File: config.mk
export PLATFORM = sky130hd
export DESIGN_NAME = mpsm_ctrl
export DESIGN_NICKNAME = d
export VERILOG_FILES = /design/src/sv/mpsm_pkg.sv /design/src/sv/mpsm_ctrl.sv
export SDC_FILE = /design/constraint.sdc
export NUM_CORES = 1
export LEC_CHECK = 0
export ABC_AREA = 0
export BUFFER_PORTS_ARGS = -buffer_cell sky130_fd_sc_hd__buf_2
export CORE_AREA = 8 8 47 49
export CTS_BUF_LIST = sky130_fd_sc_hd__clkbuf_8
export DETAILED_ROUTE_END_ITERATION = 16
export DIE_AREA = 0 0 55 57
export PLACE_DENSITY = 0.76
export SLEW_MARGIN = 20
export SYNTH_ARGS = -nofsm -noshare
export SYNTH_HDL_FRONTEND = slang
export SYNTH_SLANG_ARGS = --single-unit
File: constraint.sdc
create_clock -name clock -period 1.7 [get_ports clock]
set_input_delay 0 -clock clock [delete_from_list [all_inputs] [get_ports clock]]
set_output_delay 0 -clock clock [all_outputs]
set_load 0.02 [all_outputs]
File: src/sv/mpsm_pkg.sv
// ----------------------------------------------------------------------------
// Multi-pattern string matcher package
// Shared constants, operation and status codes, and the command and status
// structures that pass between the controller and the datapath.
// ----------------------------------------------------------------------------
package mpsm_pkg;

   // Default sizes of the automaton.
   localparam int NODES_DEFAULT    = 4096;
   localparam int ALPHABET_DEFAULT = 26;

   // Widths of the request and response fields.
   localparam int OP_W     = 2;
   localparam int CHAR_W   = 5;
   localparam int COUNT_W  = 32;
   localparam int STATUS_W = 2;
   localparam int WORD_W   = 16;

   // Request operation codes.
   localparam logic [OP_W-1:0] OP_PAT_CHAR = 2'd0;
   localparam logic [OP_W-1:0] OP_PAT_END  = 2'd1;
   localparam logic [OP_W-1:0] OP_BUILD    = 2'd2;
   localparam logic [OP_W-1:0] OP_TEXT     = 2'd3;

   // Response status codes.
   localparam logic [STATUS_W-1:0] ST_OK    = 2'd0;
   localparam logic [STATUS_W-1:0] ST_FULL  = 2'd1;
   localparam logic [STATUS_W-1:0] ST_PHASE = 2'd2;

   // Datapath command codes.
   localparam int CMD_W = 5;
   localparam logic [CMD_W-1:0] CMD_NONE      = 5'd0;
   localparam logic [CMD_W-1:0] CMD_CLEAR     = 5'd1;
   localparam logic [CMD_W-1:0] CMD_ACC_OK    = 5'd2;
   localparam logic [CMD_W-1:0] CMD_ACC_FULL  = 5'd3;
   localparam logic [CMD_W-1:0] CMD_ACC_PHASE = 5'd4;
   localparam logic [CMD_W-1:0] CMD_END_DROP  = 5'd5;
   localparam logic [CMD_W-1:0] CMD_LD_RD     = 5'd6;
   localparam logic [CMD_W-1:0] CMD_LD_CHK    = 5'd7;
   localparam logic [CMD_W-1:0] CMD_END_RD    = 5'd8;
   localparam logic [CMD_W-1:0] CMD_END_WR    = 5'd9;
   localparam logic [CMD_W-1:0] CMD_RT_RD     = 5'd10;
   localparam logic [CMD_W-1:0] CMD_RT_PR     = 5'd11;
   localparam logic [CMD_W-1:0] CMD_BQ_RD     = 5'd12;
   localparam logic [CMD_W-1:0] CMD_BQ_U      = 5'd13;
   localparam logic [CMD_W-1:0] CMD_BQ_F      = 5'd14;
   localparam logic [CMD_W-1:0] CMD_G_U       = 5'd15;
   localparam logic [CMD_W-1:0] CMD_G_UW      = 5'd16;
   localparam logic [CMD_W-1:0] CMD_G_F       = 5'd17;
   localparam logic [CMD_W-1:0] CMD_BUILD_END = 5'd18;
   localparam logic [CMD_W-1:0] CMD_SC_RD     = 5'd19;
   localparam logic [CMD_W-1:0] CMD_SC_V      = 5'd20;
   localparam logic [CMD_W-1:0] CMD_WALK      = 5'd21;
   localparam logic [CMD_W-1:0] CMD_RESP      = 5'd22;

   // Command from the controller to the datapath.
   typedef struct packed {
      logic [CMD_W-1:0] code;
   } cmd_type;

   // Status from the datapath to the controller.
   typedef struct packed {
      logic clear_done;
      logic bad_letter;
      logic phase;
      logic dropped;
      logic last_letter;
      logic queue_more;
      logic goto_zero;
      logic walk_stop;
   } flags_type;

endpackage

File: src/sv/mpsm_ctrl.sv
// ----------------------------------------------------------------------------
// Matcher controller
// State machine that sequences the clearing pass, pattern loading, the
// breadth-first link build and the text scan, and holds the response valid.
// ----------------------------------------------------------------------------
module mpsm_ctrl (
   input  logic                       clock,
   input  logic                       reset,
   input  logic                       req_valid,
   input  logic [mpsm_pkg::OP_W-1:0]  req_op,
   output logic                       req_ready,
   output logic                       rsp_valid,
   input  logic                       rsp_ready,
   input  mpsm_pkg::flags_type        flags,
   output mpsm_pkg::cmd_type          cmd
);

   localparam logic [4:0] S_CLR    = 5'd0;
   localparam logic [4:0] S_IDLE   = 5'd1;
   localparam logic [4:0] S_LD_RD  = 5'd2;
   localparam logic [4:0] S_LD_CHK = 5'd3;
   localparam logic [4:0] S_END_RD = 5'd4;
   localparam logic [4:0] S_END_WR = 5'd5;
   localparam logic [4:0] S_RT_RD  = 5'd6;
   localparam logic [4:0] S_RT_PR  = 5'd7;
   localparam logic [4:0] S_BQ_CHK = 5'd8;
   localparam logic [4:0] S_BQ_U   = 5'd9;
   localparam logic [4:0] S_BQ_F   = 5'd10;
   localparam logic [4:0] S_G_U    = 5'd11;
   localparam logic [4:0] S_G_UW   = 5'd12;
   localparam logic [4:0] S_G_F    = 5'd13;
   localparam logic [4:0] S_SC_RD  = 5'd14;
   localparam logic [4:0] S_SC_V   = 5'd15;
   localparam logic [4:0] S_WALK   = 5'd16;
   localparam logic [4:0] S_DONE   = 5'd17;

   logic [4:0] state_ff, state_in;
   logic       rsp_valid_ff, rsp_valid_in;
   logic       slot_free;

   assign slot_free = !rsp_valid_ff || rsp_ready;
   assign req_ready = (state_ff == S_IDLE);
   assign rsp_valid = rsp_valid_ff;

   // Next state and command.
   always_comb begin
      state_in     = state_ff;
      cmd.code     = mpsm_pkg::CMD_NONE;
      rsp_valid_in = rsp_valid_ff && !rsp_ready;
      unique case (state_ff)
         S_CLR: begin
            if (flags.clear_done) begin
               state_in = S_IDLE;
            end else begin
               cmd.code = mpsm_pkg::CMD_CLEAR;
            end
         end
         S_IDLE: begin
            if (req_valid) begin
               state_in = S_DONE;
               if (flags.bad_letter) begin
                  cmd.code = mpsm_pkg::CMD_ACC_PHASE;
               end else begin
                  unique case (req_op)
                     mpsm_pkg::OP_PAT_CHAR: begin
                        if (flags.phase) begin
                           cmd.code = mpsm_pkg::CMD_ACC_PHASE;
                        end else if (flags.dropped) begin
                           cmd.code = mpsm_pkg::CMD_ACC_FULL;
                        end else begin
                           cmd.code = mpsm_pkg::CMD_ACC_OK;
                           state_in = S_LD_RD;
                        end
                     end
                     mpsm_pkg::OP_PAT_END: begin
                        if (flags.phase) begin
                           cmd.code = mpsm_pkg::CMD_ACC_PHASE;
                        end else if (flags.dropped) begin
                           cmd.code = mpsm_pkg::CMD_END_DROP;
                        end else begin
                           cmd.code = mpsm_pkg::CMD_ACC_OK;
                           state_in = S_END_RD;
                        end
                     end
                     mpsm_pkg::OP_BUILD: begin
                        if (flags.phase) begin
                           cmd.code = mpsm_pkg::CMD_ACC_PHASE;
                        end else begin
                           cmd.code = mpsm_pkg::CMD_ACC_OK;
                           state_in = S_RT_RD;
                        end
                     end
                     default: begin
                        if (!flags.phase) begin
                           cmd.code = mpsm_pkg::CMD_ACC_PHASE;
                        end else begin
                           cmd.code = mpsm_pkg::CMD_ACC_OK;
                           state_in = S_SC_RD;
                        end
                     end
                  endcase
               end
            end
         end
         S_LD_RD: begin
            cmd.code = mpsm_pkg::CMD_LD_RD;
            state_in = S_LD_CHK;
         end
         S_LD_CHK: begin
            cmd.code = mpsm_pkg::CMD_LD_CHK;
            state_in = S_DONE;
         end
         S_END_RD: begin
            cmd.code = mpsm_pkg::CMD_END_RD;
            state_in = S_END_WR;
         end
         S_END_WR: begin
            cmd.code = mpsm_pkg::CMD_END_WR;
            state_in = S_DONE;
         end
         S_RT_RD: begin
            cmd.code = mpsm_pkg::CMD_RT_RD;
            state_in = S_RT_PR;
         end
         S_RT_PR: begin
            cmd.code = mpsm_pkg::CMD_RT_PR;
            state_in = flags.last_letter ? S_BQ_CHK : S_RT_RD;
         end
         S_BQ_CHK: begin
            if (flags.queue_more) begin
               cmd.code = mpsm_pkg::CMD_BQ_RD;
               state_in = S_BQ_U;
            end else begin
               cmd.code = mpsm_pkg::CMD_BUILD_END;
               state_in = S_DONE;
            end
         end
         S_BQ_U: begin
            cmd.code = mpsm_pkg::CMD_BQ_U;
            state_in = S_BQ_F;
         end
         S_BQ_F: begin
            cmd.code = mpsm_pkg::CMD_BQ_F;
            state_in = S_G_U;
         end
         S_G_U: begin
            cmd.code = mpsm_pkg::CMD_G_U;
            state_in = S_G_UW;
         end
         S_G_UW: begin
            cmd.code = mpsm_pkg::CMD_G_UW;
            state_in = S_G_F;
         end
         S_G_F: begin
            cmd.code = mpsm_pkg::CMD_G_F;
            state_in = flags.last_letter ? S_BQ_CHK : S_G_U;
         end
         S_SC_RD: begin
            cmd.code = mpsm_pkg::CMD_SC_RD;
            state_in = S_SC_V;
         end
         S_SC_V: begin
            cmd.code = mpsm_pkg::CMD_SC_V;
            state_in = flags.goto_zero ? S_DONE : S_WALK;
         end
         S_WALK: begin
            cmd.code = mpsm_pkg::CMD_WALK;
            state_in = flags.walk_stop ? S_DONE : S_WALK;
         end
         S_DONE: begin
            if (slot_free) begin
               cmd.code     = mpsm_pkg::CMD_RESP;
               rsp_valid_in = 1'b1;
               state_in     = S_IDLE;
            end
         end
         default: begin
            state_in = S_CLR;
         end
      endcase
   end

   // State and response valid registers.
   always_ff @(posedge clock) begin
      if (reset) begin
         state_ff     <= S_CLR;
         rsp_valid_ff <= 1'b0;
      end else begin
         state_ff     <= state_in;
         rsp_valid_ff <= rsp_valid_in;
      end
   end

   // No request is taken before the memories are cleared.
   a_no_req_in_clear: assert property (@(posedge clock) disable iff (reset)
      !flags.clear_done |-> !req_ready)
      else $error("request taken during the clearing pass");

endmodule

# Word level (Yosys, flattened, before mapping)
# Cells that the tools add are included.
[word_totals] register_bits=6 in_bits=14 output_inout_bits=7 wordCells=64
[op_classes] n_eq_ne=22 muxes=32 n_reduce_logical=8
[ops] op="$pmux W5 S18" count=1
[ops] op="$pmux W5 S17" count=1
[ops] op="$mux W5" count=15
[ops] op="$eq A5 B4 Y1 const B" count=8
[ops] op="$pmux W5 S3" count=2
[ops] op="$eq A5 B3 Y1 const B" count=4
[ops] op="$mux W3" count=5
[ops] op="$eq A5 B2 Y1 const B" count=2
[ops] op="$eq A5 B5 Y1 const B" count=2
[ops] op="$mux W1" count=6
[ops] op="$ne A2 B2 Y1 const B" count=3
[ops] op="$eq A5 B1 Y1 const B" count=1
[ops] op="$logic_not A5 Y1" count=1
[ops] op="$mux W4" count=1
[ops] op="$reduce_and A3 Y1" count=1
[ops] op="$eq A2 B1 Y1 const B" count=1
[ops] op="$eq A2 B2 Y1 const B" count=1
[ops] op="$logic_not A1 Y1" count=2
[ops] op="$logic_not A2 Y1" count=1
[ops] op="$mux W2" count=1
[ops] op="$reduce_or A2 Y1" count=1
[ops] op="$logic_and A1 B1 Y1" count=1
[ops] op="$logic_or A1 B1 Y1" count=1

# Depth between registers and ports, before layout
# Gate-level depths: netlist of run 1.
[logic_depth] depth_word=6 depth_mapped=7 mapped_depth_nobuf=5

# Worst setup path after synthesis of run 1
# Ideal clock, no wire load.
[synth_timing] path_type="register to output" start="register state_ff[0]" end="output cmd[2] (netlist name)" arrival_ps=1563 required_ps=1700 slack_ps=137 stages_incl_launch_ff=7 path_buffers=2 path_cell_list="dfxtp_1 -> buf_2 -> buf_1 -> nand3_1 -> a21oi_1 -> a221oi_1 -> o21ai_0"
[synth_lines] item="from (decl)" line="mpsm_ctrl.sv:37" text="logic [4:0] state_ff, state_in;"
[synth_lines] item="from (signal assigned)" line="mpsm_ctrl.sv:189" text="state_ff <= state_in;"
[synth_lines] item="to (decl)" line="mpsm_ctrl.sv:15" text="output mpsm_pkg::cmd_type cmd"

==> flow_metrics.env, run 1 <==
export IMPL_antenna_found_initial=0
export IMPL_crit_type="flip-flop to output port"
export IMPL_synth_seq_cells=6
export IMPL_ys_types=39
export IMPL_leakage_nw=0.3857
export IMPL_via_count=928
export IMPL_rsz0062_at_grt="no"
export IMPL_avgRoutedWirePerCell_microns=16.20
export IMPL_area_growth_pct=29.62
export IMPL_rr_endpoint="state_ff[3]$_SDFFE_PP0P_"
export IMPL_cts_tree="built"
export IMPL_p_total_mw=0.9684
export IMPL_synth_area_leaders="dfxtp_1 (16%), o21ai_0 (8.9%), o21a_1 (5.1%)"
export IMPL_rrSetupSlack_ns=0.08
export IMPL_vdd_drop_max_mv=0.4881
export IMPL_p_sw_mw=0.4265
export IMPL_hold_depth=2
export IMPL_tightest_slew_ns=0.3429
export IMPL_fin_skew_ns=0.003891
export IMPL_slew_headroom_pct=76.93
export IMPL_fin_crit_ns=1.665
export IMPL_yosys_warnings=0
export IMPL_gp_congestion=0.9863
export IMPL_num_nets_final=147
export IMPL_cp_required_ns=1.70
export IMPL_ys_seq_area_share_pct=16.44
export IMPL_grt_overflow_total=0
export IMPL_netlist_instances=108
export IMPL_sequentialPowerShare_pct=20.3
export IMPL_clkTransAtPathRegs_ns=0.03
export IMPL_synth_top_cell_by_area="dfxtp_1"
export IMPL_dieArea_sq_um=3135
export IMPL_drv_cap=0
export IMPL_antenna_left=0
export IMPL_port_buffers=20
export IMPL_rr_worst_depth=4
export IMPL_synth_area_sq_um=730.7
export IMPL_clk_latency_ns=0.23
export IMPL_hpwl_microns=1737
export IMPL_grt_start_max_net_pins=14
export IMPL_p_per_area_nw_per_um2=1022
export IMPL_final_max_slew_viol_count=0
export IMPL_crit_fanout=5
export IMPL_setup_tns_ns=0
export IMPL_grt_use_total_pct=14.71
export IMPL_drive_gt1_share_pct=32.82
export IMPL_num_io_pins=21
export IMPL_endpoint_kind="output port"
export IMPL_clkSinkCount=6
export IMPL_holdPathEnd="rsp_valid$_SDFF_PP0_"
export IMPL_cts_inserted_buffers=3
export IMPL_slowest_stage="or3_4"
export IMPL_p_int_mw=0.5419
export IMPL_die_width_microns=55
export IMPL_std_cell_rows=15
export IMPL_rr_startpoint="state_ff[3]$_SDFFE_PP0P_"
export IMPL_min_period_over_period_pct=97.96
export IMPL_drc=0
export IMPL_swShare_pct=44.04
export IMPL_worstPathArrival_ns=1.67
export IMPL_clock_fmax_mhz=600.5
export IMPL_dr_pass1_iters=4
export IMPL_avgSynthCellArea_sq_um=6.766
export IMPL_cts_buffer_depth=2
export IMPL_startpoint_type="flip-flop"
export IMPL_grt_pass1_wl_microns=3622
export IMPL_die_h_microns=57
export IMPL_hp_start="reset"
export IMPL_fillers=147
export IMPL_dr_first_iter_drc_count=37
export IMPL_wl_microns=2398
export IMPL_syn_nets=122
export IMPL_status="finished, final reports clean"
export IMPL_power_frac_comb_pct=57.4
export IMPL_setup_violations_final=0
export IMPL_htree_levels=1
export IMPL_start_util_pct=46.35
export IMPL_n_antenna_cell=0
export IMPL_core_sq_um=1577
export IMPL_post_cts_setup_buffer_count=0
export IMPL_hold_path_class="input pin to flip-flop"
export IMPL_finalHoldViolCount=0
export IMPL_slowest_delay_ns=0.44
export IMPL_crit_path_cell_trace="or3_4 > a211o_1 > o21ai_0 > buf_2"
export IMPL_ctsRootBufferMaster="clkbuf_8"
export IMPL_clockPowerShare_pct=22.3
export IMPL_grt_pass1_vias=844
export IMPL_synth_top_area_share_pct=16.44
export IMPL_route_detailed_vias_per_inst=6.270
worst max path at each step:
stage | from | endpoint | slack, ns
2_1_floorplan | state_ff[0]$_SDFFE_PP0P_ | cmd[2] | 0.14
3_3_place_gp | state_ff[2]$_SDFFE_PP0P_ | cmd[2] | 0.09
5_1_grt | state_ff[3]$_SDFFE_PP0P_ | cmd[2] | 0.01
6_report | state_ff[3]$_SDFFE_PP0P_ | cmd[2] | 0.03
4_1_cts | state_ff[3]$_SDFFE_PP0P_ | cmd[4] | 0.05
3_5_place_dp | state_ff[2]$_SDFFE_PP0P_ | cmd[2] | 0.11
state kept, by name, indices dropped and copies added, names as in the netlist:
signal     flops
rsp_valid      1
state_ff       5
layout by cell type (no fill, tap or decap), types with 2 or more instances in the layout:
master	instances
o2bb2ai_1	2
nor2b_1	4
clkbuf_8	3
dfxtp_1	4
buf_4	8
nor4_1	2
nor2_1	5
o21ai_1	2
nand2_1	8
o22ai_1	3
o31ai_1	4
buf_2	20
inv_1	7
o21a_1	5
a21oi_1	7
o21ai_0	11
nand3_1	5
a31oi_1	4
mux2_2	2
and2_1	2
layout make-up:
cell class / instances / area [sq um] / area share, %
flip-flops and latches: 6 / 125.1 / 13.21
multi-input cells: 87 / 573.1 / 60.50
repair buffers: 28 / 160.2 / 16.91
inverters: 7 / 26.28 / 2.774
well taps: 17 / 21.27 / 2.246
clock buffers: 3 / 41.29 / 4.359
stage by stage:
stage | instances | instance area (sq um) | hold slack [ns] | worst slack [ns] | utilization (%)
after floorplan | 108 | 730.7 | 0.07238 | 0.1368 | -
after global placement | 145 | 870.8 | 0.2310 | 0.09251 | 55.24
after detailed placement | 145 | 870.8 | 0.2367 | 0.1103 | 55.24
after CTS | 148 | 923.4 | 0.007307 | 0.04805 | 58.57
after global routing | 148 | 947.2 | 0.02963 | 0.01206 | 60.08
final | 148 | 947.2 | 0.03433 | 0.03462 | 60.08
cells in the mapped netlist:
library cell	n
mux2i_1	1
and2_1	2
or3_4	1
buf_6	1
nand2b_1	1
nor4_1	2
nand3_1	6
or3b_2	1
nor2b_1	4
o32ai_1	1
or2_2	1
nor3_1	1
mux2_2	2
nor2_1	6
o21a_1	5
a21oi_2	1
clkbuf_1	2
o22ai_1	3
a32oi_1	1
o32a_1	1
a41oi_1	1
or3_1	1
a21oi_1	7
o21ai_0	13
dfxtp_1	6
o211a_1	1
a221oi_1	1
inv_1	7
a2bb2oi_1	1
xnor2_1	1
buf_2	3
o21ai_1	1
nand2_1	8
a31oi_1	4
buf_1	2
a211o_1	1
nor3_2	1
o31ai_1	4
o2bb2ai_1	2
layer usage:
layer  wire length (microns)  up-vias  global-route usage, %
li1                        -      452                      -
met1                     995      420                  18.21
met2                    1184       48                  23.50
met3                     141        8                  1.558
met4                      76        0                  7.904
met5                       0        -                      0
logic make-up after synthesis:
logic type	share of synthesized area (%)
compound gates	43.15
simple gates	25.51
buf+inv	9.247
flops	16.44
mux	4.452
xor+xnor	1.199
what timing repair did:
item                                    CTS  global route
resized for setup                         5             6
hold buffers                              0             0
pin swaps                                 0             1
endpoints found under the setup margin    2             4
endpoints found under the hold margin     0             0
power groups by stage:
stage / registers (mW) / clock network [mW] / logic [mW]
floorplan: 0.177 / 0 / 0.367
global placement: 0.196 / 0 / 0.508
detailed placement: 0.197 / 0 / 0.510
CTS: 0.196 / 0.216 / 0.521
global route: 0.202 / 0.223 / 0.596
finish: 0.196 / 0.216 / 0.556
critical path, delay by kind of cell (launching register included):
family	cells	cell delay [ns]
AO/OA/AOI/OAI	2	0.43
buffers and inverters	1	0.20
flip-flops	1	0.37
AND/OR/NAND/NOR	1	0.44
(Power assumes the default switching activity.)
==> inputs of run 2 (changes only) <==
==> constraint.sdc (replaced) <==
create_clock -name clock -period 1.7 [get_ports clock]
set_input_delay 0.17 -clock clock [delete_from_list [all_inputs] [get_ports clock]]
set_output_delay 0.17 -clock clock [all_outputs]
set_load 0.02 [all_outputs]
==> run 2 against run 1 <==
Effect of this change: non-clock buffer count grew 4; hold slack gained 0.14 ns; maximum frequency shrank 1.6%; sequential share of layout area shrank 0.46 points; utilization grew 4.0 points; cell area grew 6.7%; largest cell class unchanged; largest power group unchanged.
==> flow_metrics.env, run 2 (synthesis gave the netlist of run 1 again) <==
export IMPL_status="finished, final reports clean"
export IMPL_finalHoldViolCount=0
export IMPL_met3_wirelength_microns=139
export IMPL_drv_cap=0
export IMPL_cts_buffer_depth=2
export IMPL_crit_fanout=7
export IMPL_ctsRootBufferMaster="clkbuf_8"
export IMPL_crit_type="flip-flop to output port"
export IMPL_start_util_pct=46.35
export IMPL_largest_reg_flops=5
export IMPL_hpwl_microns=1626
export IMPL_antenna_found_initial=0
export IMPL_slew_headroom_pct=74.04
export IMPL_wl_met2_microns=1144
export IMPL_hold_slack_ns=0.1790
export IMPL_cts_tree="built"
export IMPL_ctsHoldBuffers=0
export IMPL_num_nets_final=151
export IMPL_die_h_microns=57
export IMPL_post_route_util_pct=64.13
export IMPL_std_cell_rows=15
export IMPL_p_per_area_nw_per_um2=1037
export IMPL_avgRoutedWirePerCell_microns=15.36
export IMPL_cp_required_ns=1.53
export IMPL_top_layer_used="met4"
export IMPL_drc=0
export IMPL_final_max_slew_viol_count=0
export IMPL_grt_pass1_vias=845
export IMPL_min_period_over_period_pct=99.60
export IMPL_cts_inserted_buffers=3
export IMPL_worstPathArrival_ns=1.52
export IMPL_drive_gt1_share_pct=37.78
export IMPL_num_io_pins=21
export IMPL_fin_ws_ns=0.006819
export IMPL_port_buffers=20
export IMPL_startpoint_type="flip-flop"
export IMPL_clk_latency_ns=0.24
export IMPL_grt_pass1_wl_microns=3615
export IMPL_grt_start_max_net_pins=16
export IMPL_setup_violations_final=0
export IMPL_setup_tns_ns=0
export IMPL_grt_use_total_pct=14.70
export IMPL_endpoint_kind="output port"
export IMPL_antenna_left=0
export IMPL_dieArea_sq_um=3135
export IMPL_dr_first_iter_drc_count=36
export IMPL_slowest_delay_ns=0.36
export IMPL_dr_pass1_iters=4
export IMPL_htree_levels=1
export IMPL_cp_num_buf_inv=1
export IMPL_area_growth_pct=38.36
export IMPL_fin_skew_ns=0.002868
export IMPL_n_antenna_cell=0
export IMPL_layout_commonest_cell="buf_2"
export IMPL_rsz0062_at_grt="yes"
export IMPL_die_width_microns=55
export IMPL_via_count=908
export IMPL_clock_fmax_mhz=590.6
export IMPL_tightest_slew_ns=0.3858
export IMPL_crit_path_cell_trace="nor3_4 > nand3_2 > nor2_4 > a32oi_1 > o21ai_1 > buf_4"
export IMPL_clkSinkCount=6
export IMPL_hold_path_class="input pin to flip-flop"
export IMPL_wl_microns=2334
export IMPL_pre_cts_ws_ns=0.08963
export IMPL_core_sq_um=1577
export IMPL_vdd_drop_max_mv=0.6355
export IMPL_cp_top_family="simple AND/OR/NAND/NOR gates"
export IMPL_gp_congestion=0.9340
export IMPL_top_register="state_ff"
export IMPL_fin_crit_ns=1.693
export IMPL_clkTransAtPathRegs_ns=0.04
export IMPL_slowest_stage="dfxtp_4"
export IMPL_route_detailed_vias_per_inst=5.974
export IMPL_wl_met1_microns=1023
export IMPL_leakage_nw=0.4100
export IMPL_final_cell_mix="buf_2 (17), buf_4 (13), nand2_1 (8), o21ai_0 (8), inv_1 (7)"
export IMPL_grt_overflow_total=0
==> run 2: cell count changes in the layout (fill, tap and decap cells not counted), moves of 2 or more <==
cell	delta
buf_4	+5
buf_2	-3
o21ai_0	-3
o21ai_1	+3
a21oi_2	+2
buf_6	+2
==> run 2: through the flow <==
step,std cells,power (mW),instance area [sq um]
2_1_floorplan,108,0.5452,730.7
4_1_cts,149,0.9589,939.7
5_1_grt,152,1.112,1011
6_report,152,1.048,1011
3_3_place_gp,145,0.6994,870.8
3_5_place_dp,145,0.7039,870.8
==> run 2: cell type report <==
| class | count | area (sq um) |
|---|---|---|
| Multi-Input combinational cell | 87 | 588.1 |
| Inverter | 7 | 26.28 |
| Sequential cell | 6 | 128.9 |
| Tap cell | 17 | 21.27 |
| Timing Repair Buffer | 32 | 205.2 |
| Clock buffer | 3 | 41.29 |
| Fill cell | 151 | 565.5 |
==> run 2: worst register-to-register path: cells and delay by family (launching register included) <==
kind | cells | cell delay, ns
AOI/OAI and AO/OA | 4 | 0.55
and+or+nand+nor | 1 | 0.40
DFF | 1 | 0.36
buffers and inverters | 1 | 0.15
==> run 2: path summary, 6_finish.rpt <==
kind / from / end / slack [ns] / depth (start not counted)
worst max register to register: state_ff[2]$_SDFFE_PP0P_ / state_ff[4]$_SDFFE_PP0P_ / 0.13 / 6
worst min register to register: rsp_valid$_SDFF_PP0_ / rsp_valid$_SDFF_PP0_ / 0.71 / 3
worst max-delay path: state_ff[2]$_SDFFE_PP0P_ / cmd[0] / 0.007 / 6
worst min-delay path: reset / rsp_valid$_SDFF_PP0_ / 0.18 / 2
==> run 2: report_power, final <==
| part | switching, mW | total [mW] | internal, mW |
|---|---|---|---|
| clock network | 0.0787 | 0.232 | 0.154 |
| registers | 0.0539 | 0.221 | 0.167 |
| logic | 0.313 | 0.595 | 0.283 |
==> run 2: metal layers <==
metal	vias up	track usage, %
li1	461	-
met1	414	17.26
met2	30	24.47
met3	3	3.636
met4	0	5.155
met5	-	0
==> run 2: repair_timing <==
action / CTS / global route
gates cloned: 0 / 0
pin swaps: 2 / 4
setup buffers: 1 / 3
gates resized for setup: 9 / 14
endpoints found under the setup margin: 5 / 5
